`src/hw/rtl/asd_pkg.sv`:
```
// ----------------------------------------------------------------------------
// Shake detector package
// Widths, codes, weights, reset values, beat layout, FSM state type, abs16.
// ----------------------------------------------------------------------------
package asd_pkg;

    localparam int AXIS_W   = 16;
    localparam int SUMSQ_W  = 32;
    localparam int ROOT_W   = 16;
    localparam int SMOOTH_W = 24;
    localparam int FRAC_W   = 8;
    localparam int PROD_W   = 32;
    localparam int LIMIT_W  = 17;
    localparam int CALSUM_W = 22;
    localparam int CALCNT_W = 6;
    localparam int TIMER_W  = 16;
    localparam int CFG_W    = 16;
    localparam int CFG_IDX_W = 1;
    localparam int REQ_W    = 2;

    localparam logic [REQ_W-1:0] REQ_DETECT = 2'd0;
    localparam logic [REQ_W-1:0] REQ_TICK   = 2'd1;
    localparam logic [REQ_W-1:0] REQ_CAL    = 2'd2;

    localparam logic [CFG_IDX_W-1:0] CFG_IDX_MARGIN  = 1'b0;
    localparam logic [CFG_IDX_W-1:0] CFG_IDX_LOCKOUT = 1'b1;

    localparam logic [7:0] SMOOTH_OLD_WT = 8'd179;
    localparam logic [7:0] SMOOTH_NEW_WT = 8'd77;

    localparam logic [CFG_W-1:0]    MARGIN_RST  = 16'd8192;
    localparam logic [CFG_W-1:0]    LOCKOUT_RST = 16'd100;
    localparam logic [SMOOTH_W-1:0] SMOOTH_RST  = 24'h400000;
    localparam logic [ROOT_W-1:0]   REST_RST    = 16'd16384;
    localparam logic [TIMER_W-1:0]  TIMER_MAX   = 16'hFFFF;

    // input beat: tdata = x, y, z; tuser = req_type
    localparam int S_TDATA_W = 48;
    localparam int S_TUSER_W = REQ_W;
    localparam int X_LSB = 0;
    localparam int Y_LSB = 16;
    localparam int Z_LSB = 32;

    // result beat
    localparam int M_TDATA_W  = 56;
    localparam int SHAKE_BIT  = 0;
    localparam int MAG_LSB    = 1;
    localparam int SMOOTH_LSB = 17;
    localparam int BASE_LSB   = 33;
    localparam int DONE_BIT   = 49;
    localparam int M_PAD_W    = 6;

    typedef enum logic [3:0] {
        ST_IDLE,
        ST_SQUARE,
        ST_ROOT,
        ST_CALSUM,
        ST_DIVIDE,
        ST_SMOOTH,
        ST_BLEND,
        ST_JUDGE,
        ST_EMIT
    } asd_state_t;

    function automatic logic [AXIS_W-1:0] abs16(input logic [AXIS_W-1:0] v);
        abs16 = v[AXIS_W-1] ? (~v + 16'd1) : v;
    endfunction

endpackage

```
`src/hw/rtl/accel_shake_detector_top.sv`:
```
// ----------------------------------------------------------------------------
// Accelerometer shake detector
// s_ channel: one beat per request. tuser carries the request kind (detect
//   sample, millisecond tick, calibration sample), tdata the three signed
//   axes. m_ channel: exactly one result beat per request.
// cfg_ port: shake margin (index 0) and lockout in ms (index 1), written
//   while no request is in flight.
// Processing, acceptance to result valid:
//   tick or unused kind: goes straight to the emit step.
//   detect sample: bit-serial squaring, square root, then smoothing and
//   threshold steps.
//   calibration sample: squaring, square root and accumulation, plus a
//   serial divide for the mean when it closes a run.
// One request at a time; s_tready is high only while idle, so the next
//   beat is taken the cycle after the result is loaded into the output
//   register.
// Reset restores config defaults, smoother and base to 1 g, clears the
//   calibration run and ms timer, and drops m_tvalid. A stalled m_ side holds
//   the result; the next request is accepted and computed, then waits.
// ----------------------------------------------------------------------------
module accel_shake_detector_top import asd_pkg::*; #(
    parameter int CAL_SAMPLES = 50
) (
    input  logic                 aclk,
    input  logic                 aresetn,
    input  logic                 cfg_wr_en,
    input  logic [CFG_IDX_W-1:0] cfg_index,
    input  logic [CFG_W-1:0]     cfg_wdata,
    input  logic                 s_tvalid,
    output logic                 s_tready,
    input  logic [S_TDATA_W-1:0] s_tdata,   // accel_x, accel_y, accel_z
    input  logic [S_TUSER_W-1:0] s_tuser,   // req_type
    output logic                 m_tvalid,
    input  logic                 m_tready,
    // shake, magnitude, smoothed_level, base_level, calibration_done, pad
    output logic [M_TDATA_W-1:0] m_tdata
);

    asd_state_t state_reg, state_next;

    logic [CFG_W-1:0]    margin_reg, margin_next;
    logic [CFG_W-1:0]    lockout_reg, lockout_next;
    logic [SMOOTH_W-1:0] smooth_reg, smooth_next;
    logic [ROOT_W-1:0]   rest_reg, rest_next;
    logic [CALSUM_W-1:0] cal_sum_reg, cal_sum_next;
    logic [CALCNT_W-1:0] cal_cnt_reg, cal_cnt_next;
    logic [TIMER_W-1:0]  ms_reg, ms_next;

    logic [REQ_W-1:0]    req_reg, req_next;
    logic [ROOT_W-1:0]   mag_reg, mag_next;
    logic                shake_reg, shake_next;
    logic                done_reg, done_next;
    logic [PROD_W-1:0]   prod_reg, prod_next;
    logic [LIMIT_W-1:0]  limit_reg, limit_next;

    logic                 m_valid_reg, m_valid_next;
    logic [M_TDATA_W-1:0] m_data_reg, m_data_next;

    logic                sq_start, sq_done;
    logic [SUMSQ_W-1:0]  sq_sum;
    logic                rt_start, rt_done;
    logic [ROOT_W-1:0]   rt_root;
    logic                dv_start, dv_done;
    logic [CALSUM_W-1:0] dv_quot;

    logic                accept;
    logic [CALSUM_W-1:0] cal_sum_add;
    logic [CALCNT_W-1:0] cal_cnt_inc;
    logic [SMOOTH_W-1:0] blend;
    logic                over_limit;
    logic                slot_free;

    assign s_tready    = (state_reg == ST_IDLE);
    assign accept      = s_tvalid && s_tready;
    assign cal_sum_add = cal_sum_reg + CALSUM_W'(mag_reg);
    assign cal_cnt_inc = cal_cnt_reg + 1'b1;
    assign blend       = prod_reg[PROD_W-1 -: SMOOTH_W]
                       + SMOOTH_W'(SMOOTH_W'(mag_reg) * SMOOTH_W'(SMOOTH_NEW_WT));
    assign over_limit  = {1'b0, smooth_reg} > {limit_reg, {FRAC_W{1'b0}}};
    assign slot_free   = !m_valid_reg || m_tready;

    asd_sumsq u_sumsq (
        .aclk    (aclk),
        .aresetn (aresetn),
        .start   (sq_start),
        .mag_x   (abs16(s_tdata[X_LSB +: AXIS_W])),
        .mag_y   (abs16(s_tdata[Y_LSB +: AXIS_W])),
        .mag_z   (abs16(s_tdata[Z_LSB +: AXIS_W])),
        .done    (sq_done),
        .sum     (sq_sum)
    );

    asd_isqrt u_isqrt (
        .aclk    (aclk),
        .aresetn (aresetn),
        .start   (rt_start),
        .value   (sq_sum),
        .done    (rt_done),
        .root    (rt_root)
    );

    asd_div #(
        .DIVISOR (CAL_SAMPLES)
    ) u_div (
        .aclk     (aclk),
        .aresetn  (aresetn),
        .start    (dv_start),
        .dividend (cal_sum_add),
        .done     (dv_done),
        .quotient (dv_quot)
    );

    always_comb begin
        state_next   = state_reg;
        margin_next  = margin_reg;
        lockout_next = lockout_reg;
        smooth_next  = smooth_reg;
        rest_next    = rest_reg;
        cal_sum_next = cal_sum_reg;
        cal_cnt_next = cal_cnt_reg;
        ms_next      = ms_reg;
        req_next     = req_reg;
        mag_next     = mag_reg;
        shake_next   = shake_reg;
        done_next    = done_reg;
        prod_next    = prod_reg;
        limit_next   = limit_reg;
        m_valid_next = m_valid_reg && !m_tready;
        m_data_next  = m_data_reg;
        sq_start     = 1'b0;
        rt_start     = 1'b0;
        dv_start     = 1'b0;

        if (cfg_wr_en) begin
            case (cfg_index)
                CFG_IDX_MARGIN:  margin_next  = cfg_wdata;
                CFG_IDX_LOCKOUT: lockout_next = cfg_wdata;
                default: ;
            endcase
        end

        case (state_reg)
            ST_IDLE: begin
                if (accept) begin
                    req_next   = s_tuser;
                    mag_next   = '0;
                    shake_next = 1'b0;
                    done_next  = 1'b0;
                    case (s_tuser)
                        REQ_DETECT, REQ_CAL: begin
                            sq_start   = 1'b1;
                            state_next = ST_SQUARE;
                        end
                        REQ_TICK: begin
                            if (ms_reg != TIMER_MAX) begin
                                ms_next = ms_reg + 1'b1;
                            end
                            state_next = ST_EMIT;
                        end
                        default: begin
                            state_next = ST_EMIT;
                        end
                    endcase
                end
            end
            ST_SQUARE: begin
                if (sq_done) begin
                    rt_start   = 1'b1;
                    state_next = ST_ROOT;
                end
            end
            ST_ROOT: begin
                if (rt_done) begin
                    mag_next   = rt_root;
                    state_next = (req_reg == REQ_CAL) ? ST_CALSUM : ST_SMOOTH;
                end
            end
            ST_CALSUM: begin
                cal_sum_next = cal_sum_add;
                cal_cnt_next = cal_cnt_inc;
                if (cal_cnt_inc >= CALCNT_W'(CAL_SAMPLES)) begin
                    dv_start   = 1'b1;
                    state_next = ST_DIVIDE;
                end else begin
                    state_next = ST_EMIT;
                end
            end
            ST_DIVIDE: begin
                if (dv_done) begin
                    rest_next    = dv_quot[ROOT_W-1:0];
                    cal_sum_next = '0;
                    cal_cnt_next = '0;
                    done_next    = 1'b1;
                    state_next   = ST_EMIT;
                end
            end
            ST_SMOOTH: begin
                prod_next  = PROD_W'(smooth_reg) * PROD_W'(SMOOTH_OLD_WT);
                limit_next = LIMIT_W'(rest_reg) + LIMIT_W'(margin_reg);
                state_next = ST_BLEND;
            end
            ST_BLEND: begin
                smooth_next = blend;
                state_next  = ST_JUDGE;
            end
            ST_JUDGE: begin
                if (over_limit && (ms_reg > lockout_reg)) begin
                    shake_next = 1'b1;
                    ms_next    = '0;
                end
                state_next = ST_EMIT;
            end
            ST_EMIT: begin
                if (slot_free) begin
                    m_valid_next = 1'b1;
                    m_data_next  = {{M_PAD_W{1'b0}}, done_reg, rest_reg,
                                    smooth_reg[SMOOTH_W-1 -: ROOT_W], mag_reg, shake_reg};
                    state_next   = ST_IDLE;
                end
            end
            default: begin
                state_next = ST_IDLE;
            end
        endcase
    end

    always_ff @(posedge aclk) begin
        if (!aresetn) begin
            state_reg   <= ST_IDLE;
            margin_reg  <= MARGIN_RST;
            lockout_reg <= LOCKOUT_RST;
            smooth_reg  <= SMOOTH_RST;
            rest_reg    <= REST_RST;
            cal_sum_reg <= '0;
            cal_cnt_reg <= '0;
            ms_reg      <= '0;
            m_valid_reg <= 1'b0;
        end else begin
            state_reg   <= state_next;
            margin_reg  <= margin_next;
            lockout_reg <= lockout_next;
            smooth_reg  <= smooth_next;
            rest_reg    <= rest_next;
            cal_sum_reg <= cal_sum_next;
            cal_cnt_reg <= cal_cnt_next;
            ms_reg      <= ms_next;
            m_valid_reg <= m_valid_next;
        end
        req_reg    <= req_next;
        mag_reg    <= mag_next;
        shake_reg  <= shake_next;
        done_reg   <= done_next;
        prod_reg   <= prod_next;
        limit_reg  <= limit_next;
        m_data_reg <= m_data_next;
    end

    assign m_tvalid = m_valid_reg;
    assign m_tdata  = m_data_reg;

endmodule

```
`src/hw/rtl/asd_sumsq.sv`:
```
// ----------------------------------------------------------------------------
// Shake detector sum of squares
// Bit-serial shift-add squaring of three axes, one multiplier bit per cycle.
// ----------------------------------------------------------------------------
module asd_sumsq import asd_pkg::*; (
    input  logic               aclk,
    input  logic               aresetn,
    input  logic               start,
    input  logic [AXIS_W-1:0]  mag_x,
    input  logic [AXIS_W-1:0]  mag_y,
    input  logic [AXIS_W-1:0]  mag_z,
    output logic               done,
    output logic [SUMSQ_W-1:0] sum
);

    localparam int STEP_W = $clog2(AXIS_W);
    localparam logic [STEP_W-1:0] STEP_LAST = STEP_W'(AXIS_W - 1);

    logic                busy_reg, busy_next;
    logic                done_reg, done_next;
    logic [STEP_W-1:0]   step_reg, step_next;
    logic [AXIS_W-1:0]   mx_reg, mx_next, my_reg, my_next, mz_reg, mz_next;
    logic [SUMSQ_W-1:0]  ax_reg, ax_next, ay_reg, ay_next, az_reg, az_next;
    logic [SUMSQ_W-1:0]  acc_reg, acc_next;

    always_comb begin
        busy_next = busy_reg;
        done_next = 1'b0;
        step_next = step_reg;
        mx_next   = mx_reg;
        my_next   = my_reg;
        mz_next   = mz_reg;
        ax_next   = ax_reg;
        ay_next   = ay_reg;
        az_next   = az_reg;
        acc_next  = acc_reg;
        if (start) begin
            busy_next = 1'b1;
            step_next = '0;
            mx_next   = mag_x;
            my_next   = mag_y;
            mz_next   = mag_z;
            ax_next   = SUMSQ_W'(mag_x);
            ay_next   = SUMSQ_W'(mag_y);
            az_next   = SUMSQ_W'(mag_z);
            acc_next  = '0;
        end else if (busy_reg) begin
            acc_next = acc_reg + (mx_reg[0] ? ax_reg : '0)
                               + (my_reg[0] ? ay_reg : '0)
                               + (mz_reg[0] ? az_reg : '0);
            mx_next   = mx_reg >> 1;
            my_next   = my_reg >> 1;
            mz_next   = mz_reg >> 1;
            ax_next   = ax_reg << 1;
            ay_next   = ay_reg << 1;
            az_next   = az_reg << 1;
            step_next = step_reg + 1'b1;
            if (step_reg == STEP_LAST) begin
                busy_next = 1'b0;
                done_next = 1'b1;
            end
        end
    end

    always_ff @(posedge aclk) begin
        if (!aresetn) begin
            busy_reg <= 1'b0;
            done_reg <= 1'b0;
            step_reg <= '0;
        end else begin
            busy_reg <= busy_next;
            done_reg <= done_next;
            step_reg <= step_next;
        end
        mx_reg  <= mx_next;
        my_reg  <= my_next;
        mz_reg  <= mz_next;
        ax_reg  <= ax_next;
        ay_reg  <= ay_next;
        az_reg  <= az_next;
        acc_reg <= acc_next;
    end

    assign done = done_reg;
    assign sum  = acc_reg;

endmodule

```
`src/hw/rtl/asd_isqrt.sv`:
```
// ----------------------------------------------------------------------------
// Shake detector square root
// Digit-by-digit floor square root, one root bit per cycle.
// ----------------------------------------------------------------------------
module asd_isqrt import asd_pkg::*; (
    input  logic               aclk,
    input  logic               aresetn,
    input  logic               start,
    input  logic [SUMSQ_W-1:0] value,
    output logic               done,
    output logic [ROOT_W-1:0]  root
);

    localparam int STEP_W = $clog2(ROOT_W);
    localparam int REM_W  = ROOT_W + 1;
    localparam logic [STEP_W-1:0] STEP_LAST = STEP_W'(ROOT_W - 1);

    logic                busy_reg, busy_next;
    logic                done_reg, done_next;
    logic [STEP_W-1:0]   step_reg, step_next;
    logic [SUMSQ_W-1:0]  val_reg, val_next;
    logic [REM_W-1:0]    rem_reg, rem_next;
    logic [ROOT_W-1:0]   root_reg, root_next;
    logic [REM_W+1:0]    rem_sh;
    logic [REM_W+1:0]    trial;

    assign rem_sh = {rem_reg, val_reg[SUMSQ_W-1 -: 2]};
    assign trial  = (REM_W+2)'({root_reg, 2'b01});

    always_comb begin
        busy_next = busy_reg;
        done_next = 1'b0;
        step_next = step_reg;
        val_next  = val_reg;
        rem_next  = rem_reg;
        root_next = root_reg;
        if (start) begin
            busy_next = 1'b1;
            step_next = '0;
            val_next  = value;
            rem_next  = '0;
            root_next = '0;
        end else if (busy_reg) begin
            val_next = val_reg << 2;
            if (rem_sh >= trial) begin
                rem_next  = REM_W'(rem_sh - trial);
                root_next = {root_reg[ROOT_W-2:0], 1'b1};
            end else begin
                rem_next  = REM_W'(rem_sh);
                root_next = {root_reg[ROOT_W-2:0], 1'b0};
            end
            step_next = step_reg + 1'b1;
            if (step_reg == STEP_LAST) begin
                busy_next = 1'b0;
                done_next = 1'b1;
            end
        end
    end

    always_ff @(posedge aclk) begin
        if (!aresetn) begin
            busy_reg <= 1'b0;
            done_reg <= 1'b0;
            step_reg <= '0;
        end else begin
            busy_reg <= busy_next;
            done_reg <= done_next;
            step_reg <= step_next;
        end
        val_reg  <= val_next;
        rem_reg  <= rem_next;
        root_reg <= root_next;
    end

    assign done = done_reg;
    assign root = root_reg;

endmodule

```
`src/hw/rtl/asd_div.sv`:
```
// ----------------------------------------------------------------------------
// Shake detector mean divider
// Restoring division by a fixed divisor, one quotient bit per cycle.
// ----------------------------------------------------------------------------
module asd_div import asd_pkg::*; #(
    parameter int DIVISOR = 50
) (
    input  logic                aclk,
    input  logic                aresetn,
    input  logic                start,
    input  logic [CALSUM_W-1:0] dividend,
    output logic                done,
    output logic [CALSUM_W-1:0] quotient
);

    localparam int DIV_W  = $clog2(DIVISOR + 1);
    localparam int STEP_W = $clog2(CALSUM_W);
    localparam logic [STEP_W-1:0] STEP_LAST = STEP_W'(CALSUM_W - 1);
    localparam logic [DIV_W:0]    DIV_K     = (DIV_W+1)'(DIVISOR);

    logic                busy_reg, busy_next;
    logic                done_reg, done_next;
    logic [STEP_W-1:0]   step_reg, step_next;
    logic [CALSUM_W-1:0] num_reg, num_next;
    logic [CALSUM_W-1:0] quot_reg, quot_next;
    logic [DIV_W-1:0]    rem_reg, rem_next;
    logic [DIV_W:0]      rem_sh;

    assign rem_sh = {rem_reg, num_reg[CALSUM_W-1]};

    always_comb begin
        busy_next = busy_reg;
        done_next = 1'b0;
        step_next = step_reg;
        num_next  = num_reg;
        quot_next = quot_reg;
        rem_next  = rem_reg;
        if (start) begin
            busy_next = 1'b1;
            step_next = '0;
            num_next  = dividend;
            quot_next = '0;
            rem_next  = '0;
        end else if (busy_reg) begin
            num_next = num_reg << 1;
            if (rem_sh >= DIV_K) begin
                rem_next  = DIV_W'(rem_sh - DIV_K);
                quot_next = {quot_reg[CALSUM_W-2:0], 1'b1};
            end else begin
                rem_next  = DIV_W'(rem_sh);
                quot_next = {quot_reg[CALSUM_W-2:0], 1'b0};
            end
            step_next = step_reg + 1'b1;
            if (step_reg == STEP_LAST) begin
                busy_next = 1'b0;
                done_next = 1'b1;
            end
        end
    end

    always_ff @(posedge aclk) begin
        if (!aresetn) begin
            busy_reg <= 1'b0;
            done_reg <= 1'b0;
            step_reg <= '0;
        end else begin
            busy_reg <= busy_next;
            done_reg <= done_next;
            step_reg <= step_next;
        end
        num_reg  <= num_next;
        quot_reg <= quot_next;
        rem_reg  <= rem_next;
    end

    assign done     = done_reg;
    assign quotient = quot_reg;

endmodule

```
`config.mk`:
```
export PLATFORM = sky130hd
export DESIGN_NAME = accel_shake_detector_top
export DESIGN_NICKNAME = d
export VERILOG_FILES = /design/src/hw/rtl/asd_pkg.sv /design/src/hw/rtl/accel_shake_detector_top.sv /design/src/hw/rtl/asd_sumsq.sv /design/src/hw/rtl/asd_isqrt.sv /design/src/hw/rtl/asd_div.sv
export SDC_FILE = /design/constraint.sdc
export NUM_CORES = 2
export LEC_CHECK = 0
export BUFFER_PORTS_ARGS = -buffer_cell sky130_fd_sc_hd__buf_2
export CAP_MARGIN = 10
export CORE_MARGIN = 5
export CORE_UTILIZATION = 50
export CTS_CLUSTER_DIAMETER = 120
export DETAILED_ROUTE_END_ITERATION = 16
export PLACE_DENSITY = 0.67
export SETUP_SLACK_MARGIN = 0.15
export SYNTH_ARGS = -nofsm -noshare
export SYNTH_HDL_FRONTEND = slang
export SYNTH_SLANG_ARGS = --single-unit
```
`constraint.sdc`:
```
create_clock -name aclk -period 7.43 [get_ports aclk]
set_input_delay 2.229 -clock aclk [delete_from_list [all_inputs] [get_ports aclk]]
set_output_delay 2.229 -clock aclk [all_outputs]
set_load 0.01 [all_outputs]
```
Word level (Yosys, flattened, before mapping) --
Cells that the tools add are included.
Word-level totals: flip-flop bits (word level) 544, input bits 72, output and inout port bits 58, logic and storage cells 201
Operators by class: $add $sub $neg 16, multiply operators 2, order comparisons 5, equality and inequality tests 23, multiplexer cells 73, bitwise operators 8, reduce and logical (&&, ||, !) cells 33
Operator list (count):
- 16-bit 2-to-1 mux | 21
- 32-bit 2-to-1 mux | 5
- 32-bit adder | 3
- 22-bit 2-to-1 mux | 3
- 16-bit by 1-bit adder with 16-bit output, second input constant | 4
- 16-bit one-hot mux with 2 select lines | 2
- 16-bit NOT | 3
- 22-bit one-hot mux with 2 select lines | 1
- 4-bit one-hot mux with 9 select lines | 1
- 24-bit by 8-bit multiplier with 32-bit output, second input constant | 1
- 4-bit 2-to-1 mux | 7
- 1-bit 2-to-1 mux | 26
- 24-bit by 25-bit greater-than comparator with 1-bit output | 1
- 24-bit by 23-bit adder with 24-bit output | 1
- 16-bit by 7-bit multiplier with 23-bit output, second input constant | 1
- 22-bit by 16-bit adder with 22-bit output | 1
- 19-bit by 18-bit >= comparator with 1-bit output | 1
- 16-bit by 16-bit adder with 17-bit output | 1
- 17-bit 2-to-1 mux | 1
- 17-bit subtractor | 1
- 4-bit by 3-bit == test with 1-bit output, second input constant | 4
- 16-bit greater-than comparator | 1
- 16-bit inequality test, second input constant | 1
- 2-bit nonzero test | 7
- other kinds (29) | 62

Longest topological paths before layout --
word-level depth 6, gate-level depth with buffers 18, gate-level depth less buffers 18

By module --
From an unflattened synthesis, not the netlist that was laid out.
Second synthesis, totals: cells, all modules 3645, area total of the unflattened synthesis 34978.5 um^2
By module, submodules not included:
- accel_shake_detector_top | instances 1, cells each 1942, area an instance 17942.2 um^2, sequential area each 5755.5 um^2
- asd_sumsq | instances 1, cells each 1115, area an instance 10615.2 um^2, sequential area each 4604.4 um^2
- asd_isqrt | instances 1, cells each 387, area an instance 4022.6 um^2, sequential area each 1741.7 um^2
- asd_div | instances 1, cells each 201, area an instance 2398.6 um^2, sequential area each 1361.3 um^2

Worst setup path before layout --
OpenSTA, ideal clock, no wires.
path type input port to flip-flop, start input s_tvalid, end register u_sumsq.ax_reg[0], enable pin, setup time 899 ps, arrival 4661 ps, data required time 6531 ps, path slack 1871 ps, stages on the path 5, cell sequence nand2_1 -> or2_1 -> clkbuf_1 -> clkbuf_1 -> nand2_1
On the way: word-level cells in the longest chain between the ends 4
RTL lines:
- start, declared | RTL line accel_shake_detector_top.sv:29 | input logic s_tvalid,
- 1-bit logical AND | RTL line accel_shake_detector_top.sv:74 | assign accept = s_tvalid && s_tready;
- 1-bit 2-to-1 mux | RTL line accel_shake_detector_top.sv:144 | if (accept) begin
- 1-bit 2-to-1 mux | RTL line accel_shake_detector_top.sv:142 | case (state_reg)
- 2-bit nonzero test (no source line)
- end signal, assigned | RTL line asd_sumsq.sv:78 | ax_reg <= ax_next;
- end, declared | RTL line asd_sumsq.sv:23 | logic [SUMSQ_W-1:0] ax_reg, ax_next, ay_reg, ay_next, az_reg, az_next;
No other way between the ends. A chain may end at the register's enable or synchronous reset.

Worst setup path in the final report --
start register smooth_reg[10], end register prod_reg[28] (data pin)
On the way: word-level cells in the longest chain between the ends 1
RTL lines:
- start, declared | RTL line accel_shake_detector_top.sv:43 | logic [SMOOTH_W-1:0] smooth_reg, smooth_next;
- start signal, assigned | RTL line accel_shake_detector_top.sv:242 | smooth_reg <= smooth_next;
- 24-bit by 8-bit multiplier with 32-bit output | RTL line accel_shake_detector_top.sv:198 | prod_next = PROD_W'(smooth_reg) * PROD_W'(SMOOTH_OLD_WT);
- end signal, assigned | RTL line accel_shake_detector_top.sv:253 | prod_reg <= prod_next;
- end, declared | RTL line accel_shake_detector_top.sv:53 | logic [PROD_W-1:0] prod_reg, prod_next;
No other way between the ends.

==> results by group <==
Floorplanning
  • Row count: 95
  • IO Pins: 130
  • Starting Density: 50.5%
  • Die area: 0.0732 mm^2
  • Core footprint: 0.0673 mm^2
  • Die Ht: 271 um
  • Die W: 271 um

Power
  • Net Sw Frac: 41.3%
  • Leak: 16.4 nW
  • Combinational Power Share: 49.4%
  • Max rail drop VDD: 0.000332 V
  • Switching pwr: 5.72 mW
  • Power Density: 372 mW/mm^2
  • Internal power: 8.14 mW
  • Seq pwr share: 29.9%
  • Clock share of power: 20.7%

Timing
  • Final setup vio count: 0
  • Final Critical Period: 4970 ps
  • Final TNS setup: 0 ps
  • Final Hold Viols: 0
  • Clk_skew: 23.2 ps
  • Slew HR: 25.1%
  • Max Fclk: 201 MHz
  • Final Max Tran Viols: 0
  • RSZ-0062 raised after global routing: false
  • Tightest Pin Transition: 1120 ps
  • Period utilisation layout: 66.9%

Routing
  • Total Routed Length: 73600 um
  • DRC errors left: 0
  • Initial DRC count: 1457
  • TritonRoute pass-1 iters: 5
  • WL/cell: 16.3 um
  • Antenna Nets Post-Route: 0
  • Vias post-DR: 24000
  • Vias per cell: 5.31

Cells and area
  • Final instance area: 0.0372 mm^2
  • Area grow syn2layout: 9.65%
  • Fin nets: 4116
  • Finished Layout Cells: 4514
  • Number of flip-flops in the largest register: 50
  • Share of layout cells above drive strength 1: 7.31%
  • Final core utilization: 55.4%

CTS
  • Root Driver: clkbuf_16
  • CTS tree: built
  • Post-cts hold buffer count: 0
  • Clk buf depth: 3
  • Worst-path clk slew: 70 ps
  • CTS sink count: 536
  • CTS buffer count: 57
  • Post-cts resize count: 0
  • Post-CTS Setup Inserts: 0
  • Clock latency on the worst-skew pair: 630 ps
  • # H-tree levels: 2

GRT
  • Antenna violations before repair: 1
  • First-pass GRT wire length: 121000 um
  • Largest net degree at the start of global routing: 204
  • Gr usage total: 19.8%
  • GRT overflow: 0
  • Number of global-route vias before repair: 23400

Logic synthesis
  • Share of the synthesized area in the top cell type: 23.1%
  • Synthesized instance count: 3516
  • Adder-Cell Fraction of Synth Area: 20.4%
  • Synth warn: 0
  • Post-synth top flop: dfxtp_1
  • Area contributors post-synth: edfxtp_1, dfxtp_1, ha_1
  • Yosys reg bits: 536
  • Largest family of logic cells by synthesized area: adder cells
  • Mux share of post-synthesis cell area: 3.94%
  • Post-Syn Area per Cell: 9.66 um^2
  • Post-synth EDFFs: 261
  • Sequential element share of the synthesized area: 39.3%
  • Post-Synth Simple-Gate Area: 13.5%
  • Post-synthesis xor/xnor area fraction: 3.76%
  • Cell variety after synth: 77
  • Synth Area in Compound Gates: 12.7%
  • Synthesized area: 0.0340 mm^2
  • Asr flop ratio synth: 0%
  • Top cell type by total area after synthesis: edfxtp_1

Setup path
  • Reg-to-Reg Start: smooth_reg[10]$_SDFFE_PN0N_
  • CP max stage cell: dfxtp_1
  • Max stage delay on crit path: 550 ps
  • Startpoint Class: flip-flop
  • Crit path launch: smooth_reg[10]$_SDFFE_PN0N_
  • CP Cell Sequence: ha_1 -> fa_1 -> inv_1 -> fa_1 -> fa_1 -> inv_1 -> ha_1 -> a21o_1 -> a21o_1 -> a21oi_1 -> o2bb2ai_1 -> nor2_1 -> o21ai_0 -> a21oi_1 -> o21bai_1 -> xor2_1
  • Most used cell, CP: fa_1
  • Kind of end point of the critical path: flip-flop
  • Setup CP Type: flip-flop to flip-flop
  • Buffers plus inverters on the worst setup path: 2
  • Delay-heaviest family, CP: adder cells
  • Worst EP required: 7790 ps
  • Critical path data arrival time: 5330 ps
  • Worst-path maximum fanout: 8

Place
  • Post-DP Area: 0.0354 mm^2
  • IO buf count: 123
  • Hpwl dp: 53900 um
  • Placed insts: 4405
  • Placer Congestion: 0.866

Min path
  • Hold Startpoint: done_reg$_DFFE_PP_
  • Hold/Removal Path Class: flip-flop to flip-flop

Run
  • MaxCap Viol Count: 0

Outcome
  • Status: completed
[power by group through the flow]
stage	registers [mW]	clock network, mW	logic [mW]
after CTS	4.16	2.94	6.84
after detailed placement	4.22	0	6.80
after global placement	4.21	0	6.73
after floorplan	4.03	0	5.33
after global routing	4.21	3.07	7.77
final	4.15	2.87	6.84
[final timing paths]
path	cells past startpoint	slack, ps	endpoint
worst max register to register	16	2460	prod_reg[28]$_DFFE_PP_
worst min register to register	0	420	m_tdata[49]$_DFFE_PP_
worst min-delay path	0	420	m_tdata[49]$_DFFE_PP_
worst max-delay path	16	2460	prod_reg[28]$_DFFE_PP_
[layer usage]
| layer | vias to the layer above | GRT usage [%] | routed length (um) |
|---|---|---|---|
| met5 | - | 0 | 0 |
| met4 | 0 | 6.01 | 2130 |
| met3 | 122 | 2.43 | 2800 |
| met2 | 382 | 33.6 | 34900 |
| met1 | 11300 | 26.8 | 33800 |
| li1 | 12100 | - | - |
[worst register-to-register path: cells and delay by family (launching register included)]
family | cells | cell delay [ps]
flops | 1 | 550
xor+xnor | 1 | 140
compound gates | 7 | 1350
buf+inv | 2 | 100
fa+ha+maj | 5 | 2220
simple gates | 1 | 370
[through the flow]
stage	hold WS [ps]	worst slack, ps	power (mW)
after global placement	402	2580	10.9
after CTS	422	2440	13.9
final	423	2460	13.9
after detailed placement	407	2490	11.0
after floorplan	400	1870	9.36
after global routing	441	2120	15.0
[logic make-up after synthesis]
group,count (synthesis)
adder cells (fa/ha/maj),453
multiplexers,132
flip-flops,536
other,1
buffers and inverters,566
XOR/XNOR,146
AND/OR/NAND/NOR,1007
AO/OA/AOI/OAI,675
[synth_stat cells, drive strengths merged (33+ instances only)]
cell    number
and3        45
nor3        50
ha         286
a31oi       33
mux2i      119
and2        61
o21a       113
nand3       67
o21ai      124
nor2       270
edfxtp     261
dfxtp      275
xor2        66
xnor2       80
a21o        60
clkbuf     104
nand2      375
fa         167
a21oi      202
inv        431
[cell usage in the layout, fill, tap and decap left out, types with 24 or more instances in the layout]
master | Yosys | final
inv_1 | 430 | 430
nand2_1 | 375 | 374
ha_1 | 286 | 286
dfxtp_1 | 275 | 273
nor2_1 | 270 | 267
edfxtp_1 | 261 | 261
a21oi_1 | 201 | 201
fa_1 | 167 | 167
buf_2 | 18 | 123
o21ai_0 | 121 | 121
mux2i_1 | 119 | 119
o21a_1 | 113 | 113
xnor2_1 | 80 | 80
nand3_1 | 67 | 66
xor2_1 | 66 | 66
and2_1 | 61 | 60
a21o_1 | 60 | 60
clkbuf_16 | 0 | 58
nor3_1 | 50 | 50
and3_1 | 45 | 45
a31oi_1 | 33 | 33
nand2b_1 | 26 | 26
nor2b_1 | 26 | 26
a211oi_1 | 24 | 24
[area by class of cell]
cell class                 instances  area (um^2)
antenna                            1         2.50
multi-input combinational       2419        18500
sequential                       536        13300
tap                              873         1090
clock buffer                      80         1560
clock inverter                    28          328
fill                            6026        30000
timing repair buffer             145          793
inverter                         432         1620
Note: power is estimated with default switching activity, not from simulation.
